$ cat src/hbd_ram.sv
// Generic simple dual-port RAM with one write port and a registered read port.
module hbd_ram #(
  parameter int WIDTH = 8,
  parameter int DEPTH = 256
) (
  input  logic                     clk,
  input  logic                     we,
  input  logic [$clog2(DEPTH)-1:0] waddr,
  input  logic [WIDTH-1:0]         wdata,
  input  logic [$clog2(DEPTH)-1:0] raddr,
  output logic [WIDTH-1:0]         rdata
);

  logic [WIDTH-1:0] mem [DEPTH];

  // A read and a write to the same entry in one cycle return the old data.
  always_ff @(posedge clk) begin
    if (we) begin
      mem[waddr] <= wdata;
    end
    rdata <= mem[raddr];
  end

endmodule
$ cat config.mk
export PLATFORM = sky130hd
export DESIGN_NAME = hbd_ram
export DESIGN_NICKNAME = d
export VERILOG_FILES = /design/src/hbd_ram.sv
export SDC_FILE = /design/constraint.sdc
export NUM_CORES = 2
export LEC_CHECK = 0
export BUFFER_PORTS_ARGS = -buffer_cell sky130_fd_sc_hd__buf_4
export CORE_AREA = 2 2 353 355
export DETAILED_ROUTE_END_ITERATION = 8
export DIE_AREA = 0 0 355 357
export PLACE_DENSITY = 0.81
export SYNTH_ARGS = -nofsm -noshare
export SYNTH_HDL_FRONTEND = slang
export SYNTH_SLANG_ARGS = --single-unit
$ cat constraint.sdc
create_clock -name clk -period 6.84 [get_ports clk]
set_clock_uncertainty 0.15 [all_clocks]
set_input_delay 1.368 -clock clk [delete_from_list [all_inputs] [get_ports clk]]
set_output_delay 1.368 -clock clk [all_outputs]
set_load 0.005 [all_outputs]
==> flow_metrics.env <==
export IMPL_row_count=129
export IMPL_p_per_area_mw_per_mm2=293.6
export IMPL_cp_max_fo=53
export IMPL_antenna_found_initial=4
export IMPL_finalSetupViolCount=0
export IMPL_min_from="mem[63][4]$_DFFE_PP_"
export IMPL_regToRegStartpoint="mem[234][6]$_DFFE_PP_"
export IMPL_tritoncts="built"
export IMPL_fp_coreArea_sq_mm=0.1230
export IMPL_grt_ovfl_total=0
export IMPL_drive_gt1_frac=0.2200
export IMPL_cts_sinks=2056
export IMPL_yosysUniqueCellTypes=55
export IMPL_max_freq_ghz=0.2005
export IMPL_rsz0062_at_grt="no"
export IMPL_worst_pin_slew_ns=1.359
export IMPL_synth_area_top_cells="edfxtp_1, mux4_2, mux2i_1"
export IMPL_synth_nets=3759
export IMPL_finalSetupTns_ns=0
export IMPL_postSynthCellCount=3733
export IMPL_ys_warn_count=0
export IMPL_slew_viol_final=0
export IMPL_synth_top_area_frac=0.7730
export IMPL_dr_pass1_iters=9
export IMPL_place_congestion=0.9216
export IMPL_die_area_sq_mm=0.1267
export IMPL_endpoint_kind="flip-flop"
export IMPL_whs_ns=0.9564
export IMPL_cts_buffer_depth=3
export IMPL_crit_chain="buf_8 > buf_12 > buf_4 > mux4_2 > o311ai_0 > o22ai_1 > nor4_1 > buf_4 > nor4_2"
export IMPL_wl_per_cell_microns=36.01
export IMPL_cts_root_buf="clkbuf_16"
export IMPL_place_area_sq_mm=0.08138
export IMPL_clk_pin_slew_ns=0.07
export IMPL_start_util=0.6468
export IMPL_critical_path_required_ns=7.33
export IMPL_cts_buffers=191
export IMPL_critical_path_slowest_cell="nor4_1"
export IMPL_grt_pass1_vias=40952
export IMPL_hp_class="flip-flop to flip-flop"
export IMPL_grt_max_degree=161
export IMPL_yosys_register_bits=2056
export IMPL_ir_worst_vdd_uv=317.3
export IMPL_yosysSeqAreaShare=0.7750
export IMPL_rr_endpoint="rdata[6]$_DFF_P_"
export IMPL_path_delay_family="buffers and inverters"
export IMPL_fin_crit_ns=4.988
export IMPL_synth_top_area_cell="edfxtp_1"
export IMPL_diodes=0
export IMPL_crit_type="input port to flip-flop"
export IMPL_insertion_delay_ns=0.82
export IMPL_drt_iter0_markers=7338
export IMPL_synth_ff_type="edfxtp_1"
export IMPL_syn_area_per_cell_sq_um=21.31
export IMPL_port_buffers=33
export IMPL_cts_hold_buf=0
export IMPL_cp_arrival_ns=5.48
export IMPL_cp_common_cell="buf_4"
export IMPL_dieHeight_microns=357
export IMPL_netlist_area_sq_mm=0.07956
export IMPL_fp_dieW_microns=355
export IMPL_crit_buf_inv=4
export IMPL_async_flop_share=0
export IMPL_hold_viol=0
export IMPL_cts_max_level=4
export IMPL_hold_end="rdata[4]$_DFF_P_"
export IMPL_top_level_ports=34
export IMPL_antenna_left=0
export IMPL_r2r_setup_slack_ns=3.39
export IMPL_syn_to_final_growth_pct=10.00
export IMPL_postCtsSetupRepairBufs=0
export IMPL_maxCapViolCount=0
export IMPL_grt_pass1_wl_mm=292.1
export IMPL_fin_area_sq_mm=0.08752
export IMPL_p_leak_nw=26.94
export IMPL_post_dp_hpwl_mm=112.9
export IMPL_period_share=0.7293
export IMPL_outcome="finished, final reports clean"
export IMPL_reg2reg_depth=6
export IMPL_synth_edf_count=2048
export IMPL_via_per_inst=7.258
export IMPL_grtUsageTotal=0.3253
export IMPL_cts_resized=0
export IMPL_relSlewSlack=0.09128
export IMPL_drc_errors=0
export IMPL_vias=40653
export IMPL_final_nets=3835
export IMPL_start_kind="input port"
export IMPL_cp_depth=9
export IMPL_cp_slowest_stage_delay_ns=1.16
export IMPL_holdPathStages=6
export IMPL_drt_wl_total_mm=201.7
==> power by group <==
| part | total (mW) | internal, mW | switching [mW] |
|---|---|---|---|
| logic | 1.25 | 0.417 | 0.834 |
| registers | 13.9 | 13.9 | 0.0302 |
| clock network | 10.5 | 5.84 | 4.68 |
| total | 25.7 | 20.1 | 5.55 |
==> per-layer routing <==
| layer | wire length (microns) | share of wire | track usage | vias to the layer above |
|---|---|---|---|---|
| met3 | 26910 | 0.13 | 0.08857 | 601 |
| met2 | 96670 | 0.48 | 0.5072 | 3402 |
| met5 | 126 | 0.00062 | 0.004074 | - |
| met4 | 10500 | 0.052 | 0.1496 | 10 |
| li1 | - | - | - | 15801 |
| met1 | 67500 | 0.33 | 0.4369 | 20839 |
==> area by class of cell <==
class / instances / area, sq um
sequential: 2056 / 61660
fill: 6664 / 35480
multi-input combinational: 1442 / 16500
clock buffer: 234 / 5106
tap: 1637 / 2048
timing repair buffer: 116 / 1174
clock inverter: 114 / 1017
inverter: 2 / 7.507
==> kinds of logic after synthesis <==
| logic type | count (synthesis) | synth area share |
|---|---|---|
| compound gates | 385 | 0.03419 |
| flops | 2056 | 0.7750 |
| simple gates | 466 | 0.02628 |
| buf+inv | 235 | 0.01831 |
| mux | 591 | 0.1462 |
==> stage by stage <==
stage	cells	setup slack [ns]	utilization	power (mW)
after floorplan	3733	3.384	-	14.84
after global placement	5253	1.456	0.6617	15.35
after detailed placement	5253	1.407	0.6617	15.38
after CTS	5601	2.103	0.7115	25.66
after global routing	5601	1.696	0.7116	26.15
final	5601	1.852	0.7116	25.69
==> registers in the layout (all words and copies together), names as in the netlist <==
name   cells
rdata      8
mem     2048
==> worst max path at each step <==
stage | from | end | slack, ns
detailed placement | raddr[0] | rdata[7]$_DFF_P_ | 1.41
CTS | raddr[0] | rdata[2]$_DFF_P_ | 2.10
finish | raddr[0] | rdata[6]$_DFF_P_ | 1.85
global placement | raddr[0] | rdata[7]$_DFF_P_ | 1.46
global route | raddr[0] | rdata[6]$_DFF_P_ | 1.70
floorplan | raddr[0] | rdata[2]$_DFF_P_ | 3.38
==> cells in the mapped netlist, types with 31 or more instances <==
library cell  instances
a21oi_1              96
a22oi_1             133
buf_2                31
clkbuf_1            111
edfxtp_1           2048
mux2i_1             134
mux4_2              454
nand2_1              33
nand3_1              34
nor2_1              282
nor2b_1              31
o221ai_1             46
==> tightest hold or removal path, cell delays in order (launching register included) <==
cell	delay, ns
edfxtp_1	0.32
mux2i_1	0.07
o22ai_1	0.14
o21ai_0	0.11
nand3_1	0.10
nor4_1	0.14
nor4_1	0.18
==> placed cells by master (no fill, tap or decap), types with 16 or more instances in the layout <==
cell	synthesis	routed
mux2i_1	134	134
nor2b_1	31	28
buf_12	8	19
a22oi_1	133	133
clkinv_1	1	40
nor3_1	22	22
a21oi_1	96	96
a211oi_1	16	16
clkbuf_8	0	16
o221ai_1	46	46
nand2_1	33	32
nor2_1	282	279
nor4_1	24	20
edfxtp_1	2048	2048
nand3_1	34	34
buf_4	27	87
mux4_2	454	454
clkbuf_1	111	31
clkbuf_16	0	195
o22ai_1	28	28
clkinv_2	0	44
Power figures use the tool's default switching activity.
